[src/rtl/sha1_pkg.sv]
package sha1_pkg;

    typedef enum logic [1:0] {
        ST_IDLE,
        ST_ROUND,
        ST_EMIT
    } state_t;

    // What the compression of the current block reads for each schedule word.
    typedef enum logic [1:0] {
        BLK_FULL,      // all sixteen words from the block memory
        BLK_PAD_LEN,   // stored words, pad marker, zeros, bit length
        BLK_PAD_ONLY,  // stored words, pad marker, zeros; length goes in a further block
        BLK_LEN_ONLY   // zeros and the bit length
    } blk_kind_t;

    typedef logic [31:0] word_t;

    localparam int WORD_COUNT  = 5;
    localparam int BLOCK_WORDS = 16;
    localparam int ROUNDS      = 80;

    localparam logic REQ_DATA   = 1'b0;
    localparam logic REQ_FINISH = 1'b1;

    localparam logic [7:0] PAD_BYTE = 8'h80;

    localparam word_t INIT_CHAIN [WORD_COUNT] = '{
        32'h67452301, 32'hefcdab89, 32'h98badcfe, 32'h10325476, 32'hc3d2e1f0
    };

    localparam word_t K_00_19 = 32'h5A827999;
    localparam word_t K_20_39 = 32'h6ED9EBA1;
    localparam word_t K_40_59 = 32'h8F1BBCDC;
    localparam word_t K_60_79 = 32'hCA62C1D6;

    function automatic word_t round_k(input logic [6:0] t);
        word_t k;
        priority if (t < 7'd20) k = K_00_19;
        else if (t < 7'd40)     k = K_20_39;
        else if (t < 7'd60)     k = K_40_59;
        else                    k = K_60_79;
        return k;
    endfunction

    function automatic word_t round_f(input logic [6:0] t, input word_t b,
                                      input word_t c, input word_t d);
        word_t f;
        priority if (t < 7'd20) f = (b & c) | (~b & d);
        else if (t < 7'd40)     f = b ^ c ^ d;
        else if (t < 7'd60)     f = (b & c) | (b & d) | (c & d);
        else                    f = b ^ c ^ d;
        return f;
    endfunction

endpackage

[src/rtl/sha1_stream_hasher_top.sv]
// Streaming SHA-1 hasher. Each input transfer carries either one message byte
// (req_type 0) or a finish request (req_type 1). Bytes are taken while idle;
// the byte that completes a 64-byte block starts the compression, which runs one
// round per cycle and holds the input until its last round is done. A finish
// request pads the message and compresses one block, or two when 56 or more
// bytes of the last block are filled,
// then sends the five digest words A to E as five output transfers,
// one per cycle while out_ready is high, the fifth marked by last_word. The
// engine then starts a new message; the input reopens as the fifth word is
// loaded into the output register, before it has been taken.
module sha1_stream_hasher_top (
    input  logic        clk,
    input  logic        rst_n,
    input  logic        in_valid,
    output logic        in_ready,
    input  logic        req_type,
    input  logic [7:0]  data_byte,
    output logic        out_valid,
    input  logic        out_ready,
    output logic [31:0] digest_word,
    output logic [2:0]  word_index,
    output logic        last_word
);

    sha1_pkg::state_t    state_reg, state_next;
    sha1_pkg::blk_kind_t kind_reg, kind_next;

    logic [6:0]  t_reg, t_next;
    logic [2:0]  emit_idx_reg, emit_idx_next;
    logic [63:0] msg_bits_reg, msg_bits_next;
    logic [31:0] wbuf_reg, wbuf_next;

    sha1_pkg::word_t chain_reg [sha1_pkg::WORD_COUNT];
    sha1_pkg::word_t chain_next [sha1_pkg::WORD_COUNT];
    sha1_pkg::word_t w_reg [sha1_pkg::BLOCK_WORDS];
    sha1_pkg::word_t w_next [sha1_pkg::BLOCK_WORDS];

    sha1_pkg::word_t a_reg, b_reg, c_reg, d_reg, e_reg;
    sha1_pkg::word_t a_next, b_next, c_next, d_next, e_next;

    logic        out_valid_reg, out_valid_next;
    logic [31:0] digest_reg, digest_next;
    logic [2:0]  index_reg, index_next;
    logic        last_reg, last_next;

    // The message block lives in a 16-word memory with a registered read port.
    // Words are written whole, once their fourth byte arrives.
    sha1_pkg::word_t block_mem [sha1_pkg::BLOCK_WORDS];
    sha1_pkg::word_t rd_data_reg;
    logic [3:0]      rd_addr;
    logic            mem_we;
    sha1_pkg::word_t mem_wdata;

    logic [5:0]      pos;
    logic [3:0]      cur_word;
    logic [1:0]      lane;
    logic [3:0]      idx;
    sha1_pkg::word_t pad_word;
    sha1_pkg::word_t blk_word;
    sha1_pkg::word_t sched_word;
    sha1_pkg::word_t wt;
    sha1_pkg::word_t round_sum;
    logic            last_round;

    assign pos      = msg_bits_reg[8:3];
    assign cur_word = msg_bits_reg[8:5];
    assign lane     = msg_bits_reg[4:3];
    assign idx      = t_reg[3:0];

    assign in_ready    = (state_reg == sha1_pkg::ST_IDLE);
    assign out_valid   = out_valid_reg;
    assign digest_word = digest_reg;
    assign word_index  = index_reg;
    assign last_word   = last_reg;

    // The word that holds the pad marker keeps the bytes already received.
    always_comb
    begin
        unique case (lane)
            2'd0: pad_word = {sha1_pkg::PAD_BYTE, 24'd0};
            2'd1: pad_word = {wbuf_reg[31:24], sha1_pkg::PAD_BYTE, 16'd0};
            2'd2: pad_word = {wbuf_reg[31:16], sha1_pkg::PAD_BYTE, 8'd0};
            2'd3: pad_word = {wbuf_reg[31:8], sha1_pkg::PAD_BYTE};
            default: pad_word = '0;
        endcase
    end

    // Select the block word for the first sixteen rounds. Padding words are
    // produced on the fly rather than written into the memory.
    always_comb
    begin
        unique case (kind_reg)
            sha1_pkg::BLK_FULL:
            begin
                blk_word = rd_data_reg;
            end
            sha1_pkg::BLK_LEN_ONLY:
            begin
                if (idx == 4'd14)
                    blk_word = msg_bits_reg[63:32];
                else if (idx == 4'd15)
                    blk_word = msg_bits_reg[31:0];
                else
                    blk_word = '0;
            end
            sha1_pkg::BLK_PAD_LEN, sha1_pkg::BLK_PAD_ONLY:
            begin
                if (idx < cur_word)
                    blk_word = rd_data_reg;
                else if (idx == cur_word)
                    blk_word = pad_word;
                else if (kind_reg == sha1_pkg::BLK_PAD_LEN && idx == 4'd14)
                    blk_word = msg_bits_reg[63:32];
                else if (kind_reg == sha1_pkg::BLK_PAD_LEN && idx == 4'd15)
                    blk_word = msg_bits_reg[31:0];
                else
                    blk_word = '0;
            end
            default: blk_word = '0;
        endcase
    end

    always_comb
    begin
        sched_word = w_reg[13] ^ w_reg[8] ^ w_reg[2] ^ w_reg[0];
        sched_word = {sched_word[30:0], sched_word[31]};
        wt         = (t_reg < 7'd16) ? blk_word : sched_word;
        round_sum  = {a_reg[26:0], a_reg[31:27]}
                     + sha1_pkg::round_f(t_reg, b_reg, c_reg, d_reg)
                     + e_reg + sha1_pkg::round_k(t_reg) + wt;
        last_round = (t_reg == 7'(sha1_pkg::ROUNDS - 1));
    end

    always_comb
    begin
        state_next     = state_reg;
        kind_next      = kind_reg;
        t_next         = t_reg;
        emit_idx_next  = emit_idx_reg;
        msg_bits_next  = msg_bits_reg;
        wbuf_next      = wbuf_reg;
        a_next         = a_reg;
        b_next         = b_reg;
        c_next         = c_reg;
        d_next         = d_reg;
        e_next         = e_reg;
        chain_next     = chain_reg;
        w_next         = w_reg;
        out_valid_next = out_valid_reg && !out_ready;
        digest_next    = digest_reg;
        index_next     = index_reg;
        last_next      = last_reg;
        rd_addr        = 4'd0;
        mem_we         = 1'b0;
        mem_wdata      = {wbuf_reg[31:8], data_byte};

        unique case (state_reg)
            sha1_pkg::ST_IDLE:
            begin
                if (in_valid)
                begin
                    if (req_type == sha1_pkg::REQ_DATA)
                    begin
                        unique case (lane)
                            2'd0: wbuf_next[31:24] = data_byte;
                            2'd1: wbuf_next[23:16] = data_byte;
                            2'd2: wbuf_next[15:8]  = data_byte;
                            2'd3: wbuf_next[7:0]   = data_byte;
                            default: wbuf_next = wbuf_reg;
                        endcase
                        mem_we        = (lane == 2'd3);
                        msg_bits_next = msg_bits_reg + 64'd8;
                        if (pos == 6'd63)
                        begin
                            kind_next  = sha1_pkg::BLK_FULL;
                            state_next = sha1_pkg::ST_ROUND;
                        end
                    end
                    else
                    begin
                        // Fewer than nine free bytes leave no room for the length.
                        kind_next  = (pos >= 6'd56) ? sha1_pkg::BLK_PAD_ONLY
                                                    : sha1_pkg::BLK_PAD_LEN;
                        state_next = sha1_pkg::ST_ROUND;
                    end
                    t_next = '0;
                    a_next = chain_reg[0];
                    b_next = chain_reg[1];
                    c_next = chain_reg[2];
                    d_next = chain_reg[3];
                    e_next = chain_reg[4];
                end
            end

            sha1_pkg::ST_ROUND:
            begin
                // Prefetch the block word for the next round.
                rd_addr = idx + 4'd1;
                for (int i = 0; i < sha1_pkg::BLOCK_WORDS - 1; i++)
                    w_next[i] = w_reg[i + 1];
                w_next[sha1_pkg::BLOCK_WORDS - 1] = wt;
                a_next = round_sum;
                b_next = a_reg;
                c_next = {b_reg[1:0], b_reg[31:2]};
                d_next = c_reg;
                e_next = d_reg;
                t_next = t_reg + 7'd1;
                if (last_round)
                begin
                    chain_next[0] = chain_reg[0] + round_sum;
                    chain_next[1] = chain_reg[1] + a_reg;
                    chain_next[2] = chain_reg[2] + {b_reg[1:0], b_reg[31:2]};
                    chain_next[3] = chain_reg[3] + c_reg;
                    chain_next[4] = chain_reg[4] + d_reg;
                    unique case (kind_reg)
                        sha1_pkg::BLK_FULL:
                        begin
                            state_next = sha1_pkg::ST_IDLE;
                        end
                        sha1_pkg::BLK_PAD_ONLY:
                        begin
                            kind_next = sha1_pkg::BLK_LEN_ONLY;
                            t_next    = '0;
                            a_next    = chain_next[0];
                            b_next    = chain_next[1];
                            c_next    = chain_next[2];
                            d_next    = chain_next[3];
                            e_next    = chain_next[4];
                        end
                        sha1_pkg::BLK_PAD_LEN, sha1_pkg::BLK_LEN_ONLY:
                        begin
                            emit_idx_next = '0;
                            state_next    = sha1_pkg::ST_EMIT;
                        end
                        default: state_next = sha1_pkg::ST_IDLE;
                    endcase
                end
            end

            sha1_pkg::ST_EMIT:
            begin
                // The chaining words rotate so the next word to send always sits in the first slot.
                if (!out_valid_reg || out_ready)
                begin
                    out_valid_next = 1'b1;
                    digest_next    = chain_reg[0];
                    index_next     = emit_idx_reg;
                    last_next      = (emit_idx_reg == 3'(sha1_pkg::WORD_COUNT - 1));
                    for (int i = 0; i < sha1_pkg::WORD_COUNT - 1; i++)
                        chain_next[i] = chain_reg[i + 1];
                    chain_next[sha1_pkg::WORD_COUNT - 1] = chain_reg[0];
                    emit_idx_next = emit_idx_reg + 3'd1;
                    if (emit_idx_reg == 3'(sha1_pkg::WORD_COUNT - 1))
                    begin
                        chain_next    = sha1_pkg::INIT_CHAIN;
                        msg_bits_next = '0;
                        state_next    = sha1_pkg::ST_IDLE;
                    end
                end
            end

            default: state_next = sha1_pkg::ST_IDLE;
        endcase
    end

    always_ff @(posedge clk or negedge rst_n)
    begin
        if (!rst_n)
        begin
            state_reg     <= sha1_pkg::ST_IDLE;
            kind_reg      <= sha1_pkg::BLK_FULL;
            t_reg         <= '0;
            emit_idx_reg  <= '0;
            msg_bits_reg  <= '0;
            chain_reg     <= sha1_pkg::INIT_CHAIN;
            out_valid_reg <= 1'b0;
        end
        else
        begin
            state_reg     <= state_next;
            kind_reg      <= kind_next;
            t_reg         <= t_next;
            emit_idx_reg  <= emit_idx_next;
            msg_bits_reg  <= msg_bits_next;
            chain_reg     <= chain_next;
            out_valid_reg <= out_valid_next;
        end
    end

    always_ff @(posedge clk)
    begin
        wbuf_reg   <= wbuf_next;
        a_reg      <= a_next;
        b_reg      <= b_next;
        c_reg      <= c_next;
        d_reg      <= d_next;
        e_reg      <= e_next;
        w_reg      <= w_next;
        digest_reg <= digest_next;
        index_reg  <= index_next;
        last_reg   <= last_next;
    end

    always_ff @(posedge clk)
    begin
        if (mem_we)
            block_mem[cur_word] <= mem_wdata;
        rd_data_reg <= block_mem[rd_addr];
    end

endmodule
[config.mk]
export PLATFORM = sky130hd
export DESIGN_NAME = sha1_stream_hasher_top
export DESIGN_NICKNAME = d
export VERILOG_FILES = /design/src/rtl/sha1_pkg.sv /design/src/rtl/sha1_stream_hasher_top.sv
export SDC_FILE = /design/constraint.sdc
export NUM_CORES = 2
export LEC_CHECK = 0
export BUFFER_PORTS_ARGS = -buffer_cell sky130_fd_sc_hd__buf_2
export CORE_ASPECT_RATIO = 0.75
export CORE_UTILIZATION = 40
export CTS_BUF_LIST = sky130_fd_sc_hd__clkbuf_2
export CTS_CLUSTER_DIAMETER = 150
export DETAILED_ROUTE_END_ITERATION = 10
export PLACE_DENSITY = 0.53
export SYNTH_ARGS = -nofsm -noshare
export SYNTH_HDL_FRONTEND = slang
export SYNTH_SLANG_ARGS = --single-unit
[constraint.sdc]
create_clock -name clk -period 16.5 [get_ports clk]
set_input_delay 2.475 -clock clk [delete_from_list [all_inputs] [get_ports clk]]
set_output_delay 2.475 -clock clk [all_outputs]
set_load 0.05 [all_outputs]
### Word-level counts from Yosys, hierarchy flattened

Memory sizes are Yosys's and may differ from the RTL's. A register that Yosys moved wholly into a read port is not among the register bits.
Cells that the tools add are included.
W data, S select, Z words.

| word-level totals | value |
|---|---|
| register bits | 971 |
| bits in writable memories | 512 |
| bits of input ports | 13 |
| output and inout port bits | 38 |
| word-level logic and storage cells | 194 |
| memories | 1 |

| operators by class | value |
|---|---|
| add/subtract/negate cells | 13 |
| order comparisons | 6 |
| equal/unequal tests | 23 |
| mux-type cells | 75 |
| bitwise gates (word level) | 14 |
| reduce and logical (&&, ||, !) cells | 24 |

Memory list:

| name | depth | bits a word | rd ports | clocked after Yosys merged registers in | write ports | line | source |
|---|---|---|---|---|---|---|---|
| block_mem | 16 | 32 | 1 | 1 | 1 | sha1_stream_hasher_top.sv:48 | `sha1_pkg::word_t block_mem [sha1_pkg::BLOCK_WORDS];` |

Operators with widths:

| operator | number |
|---|---|
| $mux W32 | 27 |
| $mux W160 | 3 |
| $pmux W160 S2 | 1 |
| $pmux W32 S2 | 5 |
| $add A32 B32 Y32 | 9 |
| $mux W64 | 4 |
| $xor A32 B32 Y32 | 5 |
| $and A32 B32 Y32 | 4 |
| $pmux W32 S4 | 1 |
| $pmux W64 S2 | 1 |
| $or A32 B32 Y32 | 3 |
| $pmux W32 S3 | 1 |
| $add A64 B4 Y64 const B | 1 |
| $not A32 Y32 | 1 |
| $mux W31 | 1 |
| $mux W2 | 12 |
| $mux W7 | 3 |
| $reduce_and A4 Y1 | 4 |
| $lt A7 B5 Y1 const B | 2 |
| $lt A7 B6 Y1 const B | 2 |
| $pmux W7 S2 | 1 |
| $ne A2 B2 Y1 const B | 6 |
| $eq A2 B2 Y1 const B | 5 |
| $reduce_and A5 Y1 | 2 |
| other kinds (29) | 51 |

### Logic depth before layout (Yosys ltp)

| depth | value |
|---|---|
| depth after elaboration | 14 |
| mapped depth | 40 |
| depth with buffers taken out | 39 |

### Worst setup path after synthesis

Ideal clock, no wire load.

| timing | value |
|---|---|
| path kind | register -> register |
| from | register state_reg[1] |
| to | register w_reg[0] (netlist bit) (enable) |
| arrival time | 15.384 ns |
| required time | 15.424 ns |
| setup slack | 0.040 ns |
| cell stages (with the launch flop) | 8 |
| path buffers | 5 |
| path through | dfrtp_1 > buf_2 > nand2b_1 > buf_2 > inv_1 > clkbuf_1 > clkbuf_1 > clkbuf_1 |

| between the ends | value |
|---|---|
| cells in the longest elaborated chain, start to end | 1 |

Ends and longest elaborated chain:

| element | line | source |
|---|---|---|
| start: declaration | sha1_stream_hasher_top.sv:25 | `sha1_pkg::state_t state_reg, state_next;` |
| start signal: assignment | sha1_stream_hasher_top.sv:270 | `state_reg <= sha1_pkg::ST_IDLE;` |
| start signal: assignment | sha1_stream_hasher_top.sv:280 | `state_reg <= state_next;` |
| $eq A2 B1 Y1 | sha1_stream_hasher_top.sv:157 | `unique case (state_reg)` |
| end signal: assignment | sha1_stream_hasher_top.sv:298 | `w_reg <= w_next;` |
| end: declaration | sha1_stream_hasher_top.sv:35 | `sha1_pkg::word_t w_reg [sha1_pkg::BLOCK_WORDS];` |

No other way between the ends.
A chain may end at the register's enable or synchronous reset.

### Final worst setup path

| timing | value |
|---|---|
| from | register msg_bits_reg[6] |
| to | register a_reg[31], data pin |

| between the ends | value |
|---|---|
| cells in the longest elaborated chain, start to end | 11 |

Ends and longest elaborated chain:

| element | line | source |
|---|---|---|
| start: declaration | sha1_stream_hasher_top.sv:30 | `logic [63:0] msg_bits_reg, msg_bits_next;` |
| start signal: assignment | sha1_stream_hasher_top.sv:284 | `msg_bits_reg <= msg_bits_next;` |
| branches (longest 4 deep; another with $lt A4 B4 Y1) | n/a |  |
| $pmux W32 S3 * | sha1_stream_hasher_top.sv:92 | `unique case (kind_reg)` |
| $mux W32 * | sha1_stream_hasher_top.sv:127 | `wt = (t_reg < 7'd16) ? blk_word : sched_word;` |
| $add A32 B32 Y32 * | sha1_stream_hasher_top.sv:130 | `+ e_reg + sha1_pkg::round_k(t_reg) + wt;` |
| $add A32 B32 Y32 | sha1_stream_hasher_top.sv:210 | `chain_next[0] = chain_reg[0] + round_sum;` |
| $mux W32 | sha1_stream_hasher_top.sv:215 | `unique case (kind_reg)` |
| $mux W32 * | sha1_stream_hasher_top.sv:208 | `if (last_round)` |
| $pmux W32 S2 * | sha1_stream_hasher_top.sv:157 |  |
| named net a_next[31] | sha1_stream_hasher_top.sv:39 | `sha1_pkg::word_t a_next, b_next, c_next, d_next, e_next;` |
| end signal: assignment | sha1_stream_hasher_top.sv:293 | `a_reg <= a_next;` |
| end: declaration | sha1_stream_hasher_top.sv:38 | `sha1_pkg::word_t a_reg, b_reg, c_reg, d_reg, e_reg;` |

Mark *: on every way through the listed nets, which the timed path passes.

==> metrics.csv <==
metric;value;unit
largest net degree at the start of global routing;202;
vias in the first global route;45780;
site row count;134;
Gate Count Post-Synth;5755;
clk root buf;clkbuf_2;
post-CTS sizing;0;
wire per inst;24.17;um
Tmin final;9.947;ns
antenna violations before repair;14;
Routed Antenna Nets;0;
vias post-DR;48110;
port buffer count;50;
CTS tree;yes;
highest clock rate;100.5;MHz
Worst path top cell family by delay;compound AO/OA/AOI/OAI gates;
cell mode on critical path;fa_1;
Critical Path AT;11.47;ns
H-Tree Depth;5;
# IOs;51;
Crit Path Class;reg2reg;
Post-CTS Setup Inserts;0;
met1 wire length;103100;um
Iteration-0 DRC Markers;4814;
final setup fails;0;
nets@finish;6344;
synthesized flop and latch total;1512;
period utilization;0.6029;
Fin Setup TNS;0;ns
height of the chip;369.1;um
cell count after placement;7985;
layout cells sized above 1;0.1475;
Routed WL;209500;um
post-detail-place hpwl;133000;um
Avg Inst Size Synth;12.49;um2
startpoint types;register;
Sink Count;1512;
post-synth top area cell;edfxtp_1;
worst slew pin tran;1.278;ns
ys async rst share;0.1561;
top cells by area, synth;edfxtp_1, dfrtp_1, ha_1;
first-pass GRT wire length;309500;um
die area;0.1814;mm2
hold buffer count at CTS;0;
Critical Path RT;18.02;ns
fin. max-slew vios;0;
Hold Slack;0.2951;ns
Die X;491.5;um
Vias/cell;5.549;
area of the mapped netlist;0.07188;mm2
DRC viols;0;
1st-pass router iterations;7;
Core ar.;0.1782;mm2
Worst setup EP type;register;
critical-path maximum fanout;13;
slowest cell on the critical path;dfrtp_1;
Initial Util;0.4033;
Rel. slew slack;0.1359;
P&R area growth vs syn;9.010;%
GR Overflow Total;0;
final hold viol count;0;
Worst Hold Class;reg2reg;
fillers;16490;
Synth top area share;0.5197;
Top Layer Used;met4;
number of CTS-inserted buffers;385;
count of cell types in the netlist;90;
RD Place Congestion;0.9204;
met3 WL post-DR;16560;um
CTS clk-pin slew, worst paths;0.11;ns
GRT Overall Usage;0.2291;
Max Clock Skew;0.2219;ns
number of flops mapped to enable cells by yosys;1244;
post-route insts no fill;8669;
clk buf depth;4;
sequential area share after synthesis;0.6121;
met2 routed WL;84940;um
CP Buf/Inv Count;3;
crit-path max cell delay;0.68;ns
net count after synthesis;6107;
RSZ-0062 raised after global routing;false;
status;completed;
Main synth FF type;edfxtp_1;
synth warn;0;
worst skew pair latency;1.82;ns
max-capacitance violation count;0;
kinds of logic (layout without fill, tap and decap cells):
kind of cell,count (synthesis),after routing,synth area share
DFF,1512,1512,0.6121
and+or+nand+nor,1510,1510,0.09152
AOI/OAI and AO/OA,1361,1361,0.1243
buffers and inverters,516,1039,0.02762
adders and majority gates,339,339,0.07206
xor gates and xnor gates,306,306,0.03728
muxes,211,211,0.03504
other,0,11,0
per-layer routing:
metal  GRT usage  up-vias
met5           0        -
met4     0.06983        0
met3     0.05140      311
met2      0.3109     1859
met1      0.3582    23920
li1            -    22020
stage by stage:
| stage | setup WS, ns | instance area [um2] | utilization |
|---|---|---|---|
| 2_1_floorplan | 0.03968 | 71880 | - |
| 3_5_place_dp | 6.641 | 74890 | 0.4202 |
| 5_1_grt | 5.854 | 78360 | 0.4397 |
| 6_report | 6.553 | 78360 | 0.4397 |
| 3_3_place_gp | 6.744 | 74890 | 0.4202 |
| 4_1_cts | 6.630 | 78330 | 0.4395 |
cell usage in the layout (no fill, tap or decap), types with 26 or more instances in the layout:
cell type	instances
clkinv_1	61
a22oi_1	46
mux2i_1	174
dfxtp_1	32
nor2_1	454
and3_1	44
a211oi_1	122
a21o_1	112
xnor2_1	200
buf_2	49
a221oi_1	77
o221ai_1	30
o21bai_1	27
nand2_1	632
a31oi_1	156
edfxtp_1	1244
inv_1	237
nand2b_1	29
a311oi_1	33
clkbuf_2	597
nor2b_1	89
o21a_1	35
o22ai_1	68
dfstp_2	80
ha_1	214
or3_1	26
xor2_1	106
dfrtp_1	155
a21oi_1	278
buf_4	72
o21ai_0	262
fa_1	125
nand3_1	72
mux4_2	32
nor3_1	47
synthesized netlist by cell type, drive strengths merged (34+ instances only):
master  number
edfxtp    1244
nand2      637
nor2       472
a21oi      280
o21ai      266
clkbuf     244
inv        241
ha         214
xnor2      200
mux2i      174
a31oi      157
dfrtp      156
fa         125
a211oi     123
a21o       112
xor2       106
nor2b       90
dfstp       80
a221oi      78
nand3       72
o22ai       68
nor3        53
a22oi       46
and3        45
o21a        35
a311oi      34
path summary, 6_finish.rpt:
check / startpoint / endpoint / slack (ns) / depth (start not counted)
max: msg_bits_reg[6] / a_reg[31] / 6.55 / 37
min: w_reg[161] / w_reg[193] / 0.30 / 0
max reg2reg: msg_bits_reg[6] / a_reg[31] / 6.55 / 37
min reg2reg: w_reg[161] / w_reg[193] / 0.30 / 0
max in group asynchronous: rst_n / msg_bits_reg[47] / 13.60 / 3
min in group asynchronous: rst_n / chain_reg[10] / 0.58 / 1
cell type report:
cell class                 count  area (um2)  share of cell area
clock buffer                 597        2988             0.03813
multi-input combinational   3727       26130              0.3334
inverter                     241       917.1             0.01170
sequential                  1512       44010              0.5616
timing repair buffer         125       860.8             0.01099
antenna                       11       27.53           0.0003513
tap                         2380        2978             0.03800
clock inverter                76       455.4            0.005812
Power is left out: the tool's default activity adds up to more than one toggle a clock period on the data nets, which glitch-free logic cannot reach.
